[src/hdl/mavg_pkg.sv]
// ----------------------------------------------------------------------------
// mavg_pkg
// Shared types and constants of the moving average filter: payload structs,
// sequencer states, register indexes and field widths.
// ----------------------------------------------------------------------------
package mavg_pkg;

  localparam int DATA_W            = 16;
  localparam int WIN_W             = 5;
  localparam int WEIGHT_COUNT      = 16;
  localparam int WIDX_W            = 4;
  localparam int SUM_W             = 36;
  localparam int HISTORY_DEPTH_DEF = 16;
  localparam int CFG_IDX_W         = 1;
  localparam int CFG_DATA_W        = 5;

  localparam logic ACT_PUSH   = 1'b0;
  localparam logic ACT_WEIGHT = 1'b1;

  localparam logic [CFG_IDX_W-1:0] REG_WINDOW_LEN = 1'b0;
  localparam logic [CFG_IDX_W-1:0] REG_AVG_MODE   = 1'b1;

  typedef struct packed {
    logic                     action;
    logic signed [DATA_W-1:0] sample;
    logic [WIN_W-1:0]         weight_index;
    logic signed [DATA_W-1:0] weight_value;
  } in_data_t;

  typedef struct packed {
    logic signed [DATA_W-1:0] average;
    logic                     divide_error;
  } out_data_t;

  typedef struct packed {
    logic busy;
    logic done;
  } div_stat_t;

  typedef enum logic [2:0] {
    S_IDLE,
    S_MAC,
    S_DIVSET,
    S_DIV,
    S_OUT
  } seq_state_t;

endpackage

[src/hdl/mavg_ram.sv]
// ----------------------------------------------------------------------------
// mavg_ram
// Generic single write port, single read port RAM with registered read data.
// ----------------------------------------------------------------------------
module mavg_ram #(
  parameter int WIDTH = 16,
  parameter int DEPTH = 16
) (
  input  logic                     clk,
  input  logic                     we,
  input  logic [$clog2(DEPTH)-1:0] waddr,
  input  logic [WIDTH-1:0]         wdata,
  input  logic [$clog2(DEPTH)-1:0] raddr,
  output logic [WIDTH-1:0]         rdata
);

  logic [WIDTH-1:0] mem [DEPTH];

  always_ff @(posedge clk) begin
    if (we) begin
      mem[waddr] <= wdata;
    end
    rdata <= mem[raddr];
  end

endmodule

[src/hdl/mavg_div.sv]
// ----------------------------------------------------------------------------
// mavg_div
// Serial signed divider: one restoring step per cycle on magnitudes, quotient
// truncated toward zero, low bits of the quotient returned.
// ----------------------------------------------------------------------------
module mavg_div
  import mavg_pkg::*;
(
  input  logic                     clk,
  input  logic                     rst_n,
  input  logic                     start,
  input  logic signed [SUM_W-1:0]  dividend,
  input  logic signed [DATA_W-1:0] divisor,
  output div_stat_t                stat,
  output logic [DATA_W-1:0]        quotient
);

  localparam int CNT_W = $clog2(SUM_W);

  logic                busy_r, busy_nxt;
  logic                done_r, done_nxt;
  logic [CNT_W-1:0]    cnt_r, cnt_nxt;
  logic [SUM_W-1:0]    dq_r, dq_nxt;
  logic [DATA_W-1:0]   rem_r, rem_nxt;
  logic [DATA_W-1:0]   dmag_r, dmag_nxt;
  logic                neg_r, neg_nxt;
  logic [DATA_W:0]     trial;
  logic [DATA_W:0]     diff;

  assign trial = {rem_r, dq_r[SUM_W-1]};
  assign diff  = trial - {1'b0, dmag_r};

  always_comb begin
    busy_nxt = busy_r;
    done_nxt = 1'b0;
    cnt_nxt  = cnt_r;
    dq_nxt   = dq_r;
    rem_nxt  = rem_r;
    dmag_nxt = dmag_r;
    neg_nxt  = neg_r;
    if (start) begin
      busy_nxt = 1'b1;
      cnt_nxt  = CNT_W'(SUM_W - 1);
      dq_nxt   = dividend[SUM_W-1] ? SUM_W'(-dividend) : SUM_W'(dividend);
      dmag_nxt = divisor[DATA_W-1] ? DATA_W'(-divisor) : DATA_W'(divisor);
      rem_nxt  = '0;
      neg_nxt  = dividend[SUM_W-1] ^ divisor[DATA_W-1];
    end else if (busy_r) begin
      if (trial >= {1'b0, dmag_r}) begin
        rem_nxt = diff[DATA_W-1:0];
        dq_nxt  = {dq_r[SUM_W-2:0], 1'b1};
      end else begin
        rem_nxt = trial[DATA_W-1:0];
        dq_nxt  = {dq_r[SUM_W-2:0], 1'b0};
      end
      if (cnt_r == '0) begin
        busy_nxt = 1'b0;
        done_nxt = 1'b1;
      end else begin
        cnt_nxt = cnt_r - 1'b1;
      end
    end
  end

  always_ff @(posedge clk) begin
    if (!rst_n) begin
      busy_r <= 1'b0;
      done_r <= 1'b0;
      cnt_r  <= '0;
    end else begin
      busy_r <= busy_nxt;
      done_r <= done_nxt;
      cnt_r  <= cnt_nxt;
    end
    dq_r   <= dq_nxt;
    rem_r  <= rem_nxt;
    dmag_r <= dmag_nxt;
    neg_r  <= neg_nxt;
  end

  assign stat.busy = busy_r;
  assign stat.done = done_r;
  assign quotient  = neg_r ? DATA_W'(-dq_r[DATA_W-1:0]) : dq_r[DATA_W-1:0];

endmodule

[src/hdl/moving_average_filter_unit.sv]
// ----------------------------------------------------------------------------
// moving_average_filter_unit
// Simple or weighted moving average over a ring history of signed samples.
// ----------------------------------------------------------------------------
// Usage:
//   in_valid/in_ready carry one request of type in_data_t. A push request
//   stores the sample and returns one out_data_t result on out_valid/out_ready;
//   a weight request with index 1 to 16 writes one weight table entry in its
//   accept cycle and returns nothing.
//   cfg_valid/cfg_ready write window_len (index 0) or avg_mode (index 1);
//   cfg_ready is always high.
//   A push runs multiply-accumulate over the history RAM read port for the
//   clamped window length n, picks the divisor, runs the serial divider
//   (36 steps and the done cycle) and loads the output register.
//   A zero divisor skips the divider.
//   in_ready is low while a push is in progress and rises with out_valid, so
//   a new push is taken only once the last result is in the output register.
//   Reset clears history (through a fill count), weights, write position and
//   registers; no clearing pass is needed.
//   A stalled receiver holds the result in the output register; the next
//   request is accepted meanwhile and its result waits in the sequencer.
// ----------------------------------------------------------------------------
module moving_average_filter_unit
  import mavg_pkg::*;
#(
  parameter int HISTORY_DEPTH = HISTORY_DEPTH_DEF
) (
  input  logic                  clk,
  input  logic                  rst_n,
  input  logic                  in_valid,
  output logic                  in_ready,
  input  in_data_t              in_data,
  output logic                  out_valid,
  input  logic                  out_ready,
  output out_data_t             out_data,
  input  logic                  cfg_valid,
  output logic                  cfg_ready,
  input  logic [CFG_IDX_W-1:0]  cfg_index,
  input  logic [CFG_DATA_W-1:0] cfg_data
);

  localparam int AW      = $clog2(HISTORY_DEPTH);
  localparam int FW      = $clog2(HISTORY_DEPTH + 1);
  localparam int MAX_WIN = (HISTORY_DEPTH < WEIGHT_COUNT) ? HISTORY_DEPTH : WEIGHT_COUNT;
  localparam int CMP_W   = (FW > WIN_W) ? FW : WIN_W;
  localparam int EXT_W   = ((AW > WIN_W) ? AW : WIN_W) + 1;

  seq_state_t               state_r, state_nxt;
  logic [AW-1:0]            wp_r, wp_nxt;
  logic [AW-1:0]            slot_r, slot_nxt;
  logic [FW-1:0]            fill_r, fill_nxt;
  logic [WIN_W-1:0]         win_len_r;
  logic                     mode_r;
  logic signed [DATA_W-1:0] weight_r [WEIGHT_COUNT];
  logic [WIN_W-1:0]         n_r, n_nxt;
  logic [WIN_W-1:0]         rk_r, rk_nxt;
  logic [WIN_W-1:0]         ak_r, ak_nxt;
  logic                     av_r, av_nxt;
  logic signed [SUM_W-1:0]  acc_r, acc_nxt;
  logic [DATA_W-1:0]        res_r, res_nxt;
  logic                     err_r, err_nxt;
  logic                     out_valid_r, out_valid_nxt;
  out_data_t                out_data_r, out_data_nxt;

  logic                       in_fire, out_fire;
  logic                       ram_we;
  logic [AW-1:0]              ram_raddr;
  logic [DATA_W-1:0]          ram_rdata;
  logic [EXT_W-1:0]           slot_ext, rk_ext;
  logic [WIN_W-1:0]           n_clamp, nm1;
  logic [WIDX_W-1:0]          w_idx;
  logic signed [DATA_W-1:0]   w_sel;
  logic signed [DATA_W-1:0]   smp;
  logic signed [2*DATA_W-1:0] prod;
  logic signed [SUM_W-1:0]    addend;
  logic signed [DATA_W-1:0]   divisor;
  logic                       div_start;
  div_stat_t                  div_stat;
  logic [DATA_W-1:0]          div_q;
  logic                       w_we;
  logic [WIN_W-1:0]           w_wr_m1;

  assign in_ready  = (state_r == S_IDLE);
  assign in_fire   = in_valid && in_ready;
  assign out_valid = out_valid_r;
  assign out_data  = out_data_r;
  assign out_fire  = out_valid_r && out_ready;
  assign cfg_ready = 1'b1;

  always_ff @(posedge clk) begin
    if (!rst_n) begin
      win_len_r <= WIN_W'(1);
      mode_r    <= 1'b0;
    end else if (cfg_valid) begin
      case (cfg_index)
        REG_WINDOW_LEN: win_len_r <= cfg_data[WIN_W-1:0];
        REG_AVG_MODE:   mode_r    <= cfg_data[0];
        default:        ;
      endcase
    end
  end

  always_comb begin
    w_we    = in_fire && (in_data.action == ACT_WEIGHT) &&
              (in_data.weight_index inside {[1:WEIGHT_COUNT]});
    w_wr_m1 = in_data.weight_index - 1'b1;
  end

  always_ff @(posedge clk) begin
    if (!rst_n) begin
      for (int i = 0; i < WEIGHT_COUNT; i++) begin
        weight_r[i] <= '0;
      end
    end else if (w_we) begin
      weight_r[w_wr_m1[WIDX_W-1:0]] <= in_data.weight_value;
    end
  end

  mavg_ram #(
    .WIDTH (DATA_W),
    .DEPTH (HISTORY_DEPTH)
  ) u_hist (
    .clk   (clk),
    .we    (ram_we),
    .waddr (wp_r),
    .wdata (in_data.sample),
    .raddr (ram_raddr),
    .rdata (ram_rdata)
  );

  mavg_div u_div (
    .clk      (clk),
    .rst_n    (rst_n),
    .start    (div_start),
    .dividend (acc_r),
    .divisor  (divisor),
    .stat     (div_stat),
    .quotient (div_q)
  );

  always_comb begin
    slot_ext = EXT_W'(slot_r);
    rk_ext   = EXT_W'(rk_r);
    if (rk_ext > slot_ext) begin
      ram_raddr = AW'(slot_ext + EXT_W'(HISTORY_DEPTH) - rk_ext);
    end else begin
      ram_raddr = AW'(slot_ext - rk_ext);
    end
    n_clamp = (win_len_r > WIN_W'(MAX_WIN)) ? WIN_W'(MAX_WIN) : win_len_r;
    nm1     = n_r - 1'b1;
    w_idx   = (state_r == S_DIVSET) ? nm1[WIDX_W-1:0] : ak_r[WIDX_W-1:0];
    w_sel   = weight_r[w_idx];
    smp     = (CMP_W'(ak_r) < CMP_W'(fill_r)) ? signed'(ram_rdata) : '0;
    prod    = smp * w_sel;
    addend  = mode_r ? SUM_W'(prod) : SUM_W'(smp);
    if (mode_r) begin
      divisor = (n_r == '0) ? '0 : w_sel;
    end else begin
      divisor = DATA_W'(n_r);
    end
  end

  always_comb begin
    state_nxt     = state_r;
    wp_nxt        = wp_r;
    slot_nxt      = slot_r;
    fill_nxt      = fill_r;
    n_nxt         = n_r;
    rk_nxt        = rk_r;
    ak_nxt        = ak_r;
    av_nxt        = av_r;
    acc_nxt       = acc_r;
    res_nxt       = res_r;
    err_nxt       = err_r;
    out_valid_nxt = out_valid_r;
    out_data_nxt  = out_data_r;
    ram_we        = 1'b0;
    div_start     = 1'b0;
    if (out_fire) begin
      out_valid_nxt = 1'b0;
    end
    case (state_r)
      S_IDLE: begin
        if (in_fire && (in_data.action == ACT_PUSH)) begin
          ram_we   = 1'b1;
          slot_nxt = wp_r;
          wp_nxt   = (wp_r == AW'(HISTORY_DEPTH - 1)) ? '0 : wp_r + 1'b1;
          fill_nxt = (fill_r == FW'(HISTORY_DEPTH)) ? fill_r : fill_r + 1'b1;
          n_nxt    = n_clamp;
          rk_nxt   = '0;
          av_nxt   = 1'b0;
          acc_nxt  = '0;
          state_nxt = S_MAC;
        end
      end
      S_MAC: begin
        if (rk_r < n_r) begin
          rk_nxt = rk_r + 1'b1;
          ak_nxt = rk_r;
          av_nxt = 1'b1;
        end else begin
          av_nxt = 1'b0;
        end
        if (av_r) begin
          acc_nxt = acc_r + addend;
        end
        if ((rk_r >= n_r) && !av_r) begin
          state_nxt = S_DIVSET;
        end
      end
      S_DIVSET: begin
        if (divisor == '0) begin
          res_nxt   = '0;
          err_nxt   = 1'b1;
          state_nxt = S_OUT;
        end else begin
          div_start = 1'b1;
          state_nxt = S_DIV;
        end
      end
      S_DIV: begin
        if (div_stat.done) begin
          res_nxt   = div_q;
          err_nxt   = 1'b0;
          state_nxt = S_OUT;
        end
      end
      S_OUT: begin
        if (!out_valid_r || out_ready) begin
          out_valid_nxt             = 1'b1;
          out_data_nxt.average      = res_r;
          out_data_nxt.divide_error = err_r;
          state_nxt                 = S_IDLE;
        end
      end
      default: begin
        state_nxt = S_IDLE;
      end
    endcase
  end

  always_ff @(posedge clk) begin
    if (!rst_n) begin
      state_r     <= S_IDLE;
      wp_r        <= '0;
      fill_r      <= '0;
      rk_r        <= '0;
      av_r        <= 1'b0;
      out_valid_r <= 1'b0;
    end else begin
      state_r     <= state_nxt;
      wp_r        <= wp_nxt;
      fill_r      <= fill_nxt;
      rk_r        <= rk_nxt;
      av_r        <= av_nxt;
      out_valid_r <= out_valid_nxt;
    end
    slot_r     <= slot_nxt;
    n_r        <= n_nxt;
    ak_r       <= ak_nxt;
    acc_r      <= acc_nxt;
    res_r      <= res_nxt;
    err_r      <= err_nxt;
    out_data_r <= out_data_nxt;
  end

  a_push_blocks_input: assert property (@(posedge clk) disable iff (!rst_n)
    (in_fire && (in_data.action == ACT_PUSH)) |=> !in_ready)
    else $error("input accepted right after a push");

  a_weight_keeps_fill: assert property (@(posedge clk) disable iff (!rst_n)
    (in_fire && (in_data.action == ACT_WEIGHT)) |=> $stable(fill_r))
    else $error("weight write changed history fill");

  a_div_nonzero: assert property (@(posedge clk) disable iff (!rst_n)
    div_start |-> (divisor != '0))
    else $error("divider started with zero divisor");

  a_fill_bound: assert property (@(posedge clk) disable iff (!rst_n)
    FW'(HISTORY_DEPTH) >= fill_r)
    else $error("history fill beyond depth");

  a_div_idle_outside: assert property (@(posedge clk) disable iff (!rst_n)
    div_stat.busy |-> (state_r == S_DIV))
    else $error("divider busy outside divide state");

endmodule

[config.mk]
export PLATFORM = sky130hd
export DESIGN_NAME = moving_average_filter_unit
export DESIGN_NICKNAME = d
export VERILOG_FILES = /design/src/hdl/mavg_pkg.sv /design/src/hdl/mavg_ram.sv /design/src/hdl/mavg_div.sv /design/src/hdl/moving_average_filter_unit.sv
export SDC_FILE = /design/constraint.sdc
export NUM_CORES = 2
export LEC_CHECK = 0
export BUFFER_PORTS_ARGS = -buffer_cell sky130_fd_sc_hd__buf_2
export CELL_PAD_IN_SITES_DETAIL_PLACEMENT = 1
export CELL_PAD_IN_SITES_GLOBAL_PLACEMENT = 2
export CORE_MARGIN = 1.5
export CORE_UTILIZATION = 43
export DETAILED_ROUTE_END_ITERATION = 7
export PLACE_DENSITY_LB_ADDON = 0.2
export REMOVE_ABC_BUFFERS = 1
export SYNTH_ARGS = -nofsm -noshare
export SYNTH_HDL_FRONTEND = slang
export SYNTH_SLANG_ARGS = --single-unit
[constraint.sdc]
create_clock -name clk -period 11.98 [get_ports clk]
set_clock_uncertainty 0.1 [all_clocks]
set_input_delay 0.599 -clock clk [delete_from_list [all_inputs] [get_ports clk]]
set_output_delay 0.599 -clock clk [all_outputs]
set_load 0.02 [all_outputs]
==> impl_results.md <==
- Outcome: complete, no violations
- First-iteration detailed-routing DRC count: 1,696
- Row count: 117
- Vias/cell: 5.42
- Initial antenna violation count: 3
- Fmax: 0.0871 GHz
- Final hold viol count: 0
- Util after Layout: 0.482
- Total negative slack: 0 ps
- Cells taking the most area after synthesis: edfxtp_1 44%, fa_1 12%, mux2i_1 4.7%
- Critical Path End Type: register
- Multi-input logic area: 21,400 um2
- CP Launch Type: register
- Slew @ Worst Pin: 1110 ps
- HP Class: input port to register
- Area share of the largest cell type after synthesis: 0.440
- Sink Count: 714
- CP max stage delay: 530 ps
- PwrDens: 219 nW/um2
- Worst Setup SP: state_r[1]
- RR Startpoint: state_r[1]
- Most common cell in the netlist: edfxtp_1
- CP arrival: 11,770 ps
- YS warnings: 0
- WL final: 119 mm
- Finished Layout Cells: 5,261
- Unique masters post-synth: 83
- LEAKAGE: 20.1 nW
- H-Tree Depth: 3
- GRT Total Usage: 0.232
- Most used cell, CP: a21o_1
- DRC viols: 0
- Clock latency on the worst-skew pair: 680 ps
- Routed wire per std cell: 22.5 um
- Number of synthesized register bits: 714
- CTS clk-pin slew, worst paths: 50 ps
- Grt ovf: 0
- Num ports: 69
- Slowest-stage cell, CP: o41ai_1
- CTS tree: yes
- Longest Clk Path Bufs: 3
- Netlist Area Pre-Place: 44,300 um2
- Cells after Synth: 3,761
- VDD IR max: 0.155 mV
- Setup violators final: 0
- Slew Limit Fails: 0
- Hold path depth: 3
- Clock root buffer: clkbuf_16
- CP Class: register to register
- Num CTS Buffers: 81
- Met2 WL: 56.9 mm
- Post-synth EDFFs: 649
- Register area: 20,800 um2
- Crit path to: acc_r[34]
- Via count: 28,500
- Fillcell total: 10,700
- Wl on met1: 53.5 mm
- Die ar.: 105,000 um2
- Max_slew headroom: 0.263
- Worst R2R Setup Slack: 500 ps
- Layout overhead on the synthesized area: 11.1%
- Post-DRT Antenna Nets: 0
- Synth Area per Inst: 11.8 um2
- Die span in y: 324 um
- Max Used Layer: met5
- Worst Path Max Fanout: 42
- Die width: 324 um
- Met3 Routed Length: 5.17 mm
- Crit share post-route: 0.958
- Final nets: 4,302
- Vias in the first global route: 30,200
- Seq/Total Area, Yosys: 0.470
- Leading area contributor after synthesis: edfxtp_1
- Commonest cells in the netlist: 649 x edfxtp_1, 398 x inv_1, 288 x nand2_1
- Number of iterations in the first detailed-routing pass: 5
- First-pass GRT wire length: 184 mm
- RR Endpoint: acc_r[34]
- Starting Density: 0.434
- Top FF cell, synth: edfxtp_1
- Cells after DPL: 5,108
- Largest net degree at the start of global routing: 74
- GPL Wtd Cong: 0.835
- Critical path required time: 12,260 ps
- Post-synth ARST share: 0
- Core Area: 102,000 um2
- Max-cap viol count: 0
- Share of cells above drive strength 1: 0.108
- DP HPWL: 84.2 mm
- Fin crit period: 11,480 ps
- Port bufs: 67
- Worst Reg-to-Reg Cells: 40
==> stage by stage <==
stage / setup WS, ps / power [mW] / hold WS (ps) / instance area (um2)
after floorplan: -2770 / 7.02 / 300 / 43500
after global placement: 475 / 8.32 / 300 / 46500
after detailed placement: 285 / 8.40 / 305 / 46500
after CTS: 283 / 10.9 / 52.8 / 49100
after global routing: -23.9 / 11.7 / 117 / 49200
final: 497 / 10.8 / 105 / 49200
==> registers in the layout (all words and copies together), names as in the netlist, 6 cells and up <==
name / flops
weight_r: 256
u_div.cnt_r: 6
u_div.dmag_r: 16
out_data: 17
u_div.rem_r: 16
acc_r: 36
u_hist.mem: 256
u_div.dq_r: 36
res_r: 16
u_hist.rdata: 16
==> critical path: cells and delay by family, from the launching register on <==
| kind | cells | cell delay [ps] |
|---|---|---|
| adders and majority gates | 8 | 3520 |
| AOI/OAI and AO/OA | 13 | 3380 |
| buffers and inverters | 8 | 1770 |
| muxes | 4 | 950 |
| and+or+nand+nor | 5 | 680 |
| DFF | 1 | 410 |
| xor gates and xnor gates | 2 | 310 |
==> where the power goes <==
group / switching [mW] / total [mW] / internal, mW
Combinational: 3.14 / 5.37 / 2.23
Clock: 1.05 / 2.44 / 1.40
Sequential: 0.0874 / 2.94 / 2.85
==> what timing repair did <==
| action | CTS | global route |
|---|---|---|
| setup endpoints to repair | 0 | 6 |
| resized for setup | 0 | 4 |
| buffers inserted | 0 | 6 |
| hold buffers | 0 | 0 |
==> final cells by class <==
cell class,count,area share
Antenna cell,2,0.000102
Clock buffer,95,0.0427
Clock inverter,50,0.0105
Inverter,399,0.0305
Multi-Input combinational cell,2461,0.435
Sequential cell,714,0.423
Tap cell,1368,0.0348
Timing Repair Buffer,172,0.0234
==> cells in the final DEF, fill, tap and decap left out, drive strengths merged, types with 11 or more instances in the layout <==
| master | instances |
|---|---|
| xnor2 | 77 |
| mux2i | 207 |
| nand2 | 288 |
| fa | 266 |
| o31ai | 23 |
| o211a | 23 |
| nand4 | 13 |
| and2 | 280 |
| dfxtp | 65 |
| a211oi | 29 |
| a21o | 41 |
| clkbuf | 95 |
| o21a | 22 |
| o21ai | 124 |
| and3 | 20 |
| or3 | 13 |
| ha | 158 |
| nand2b | 43 |
| edfxtp | 649 |
| xor2 | 76 |
| inv | 404 |
| mux4 | 68 |
| a21boi | 11 |
| nand3 | 35 |
| o211ai | 34 |
| mux2 | 12 |
| clkinv | 35 |
| nor3 | 39 |
| nor2b | 47 |
| o32ai | 11 |
| nor2 | 274 |
| buf | 172 |
| a21oi | 113 |
==> cell families after synthesis <==
kind of cell,Yosys count,synth area share
AOI/OAI and AO/OA,508,0.0776
and+or+nand+nor,1088,0.121
adders and majority gates,424,0.165
muxes,287,0.0848
DFF,714,0.470
buffers and inverters,586,0.0511
xor gates and xnor gates,153,0.0303
other,1,0.0000847
==> routing by layer <==
layer / global-route usage / up-vias
met5: 0 / -
met4: 0.0642 / 6
met3: 0.0274 / 170
met2: 0.390 / 570
met1: 0.316 / 14600
li1: - / 13200
==> how the worst min path moves through the flow <==
stage                            from           end
final                     cfg_data[0]  win_len_r[0]
after global routing      cfg_data[0]  win_len_r[0]
after CTS                 cfg_data[0]  win_len_r[0]
after detailed placement    res_r[13]  out_data[14]
after global placement      res_r[13]  out_data[14]
after floorplan                 err_r   out_data[0]
Note: power is estimated with default switching activity, not from simulation.
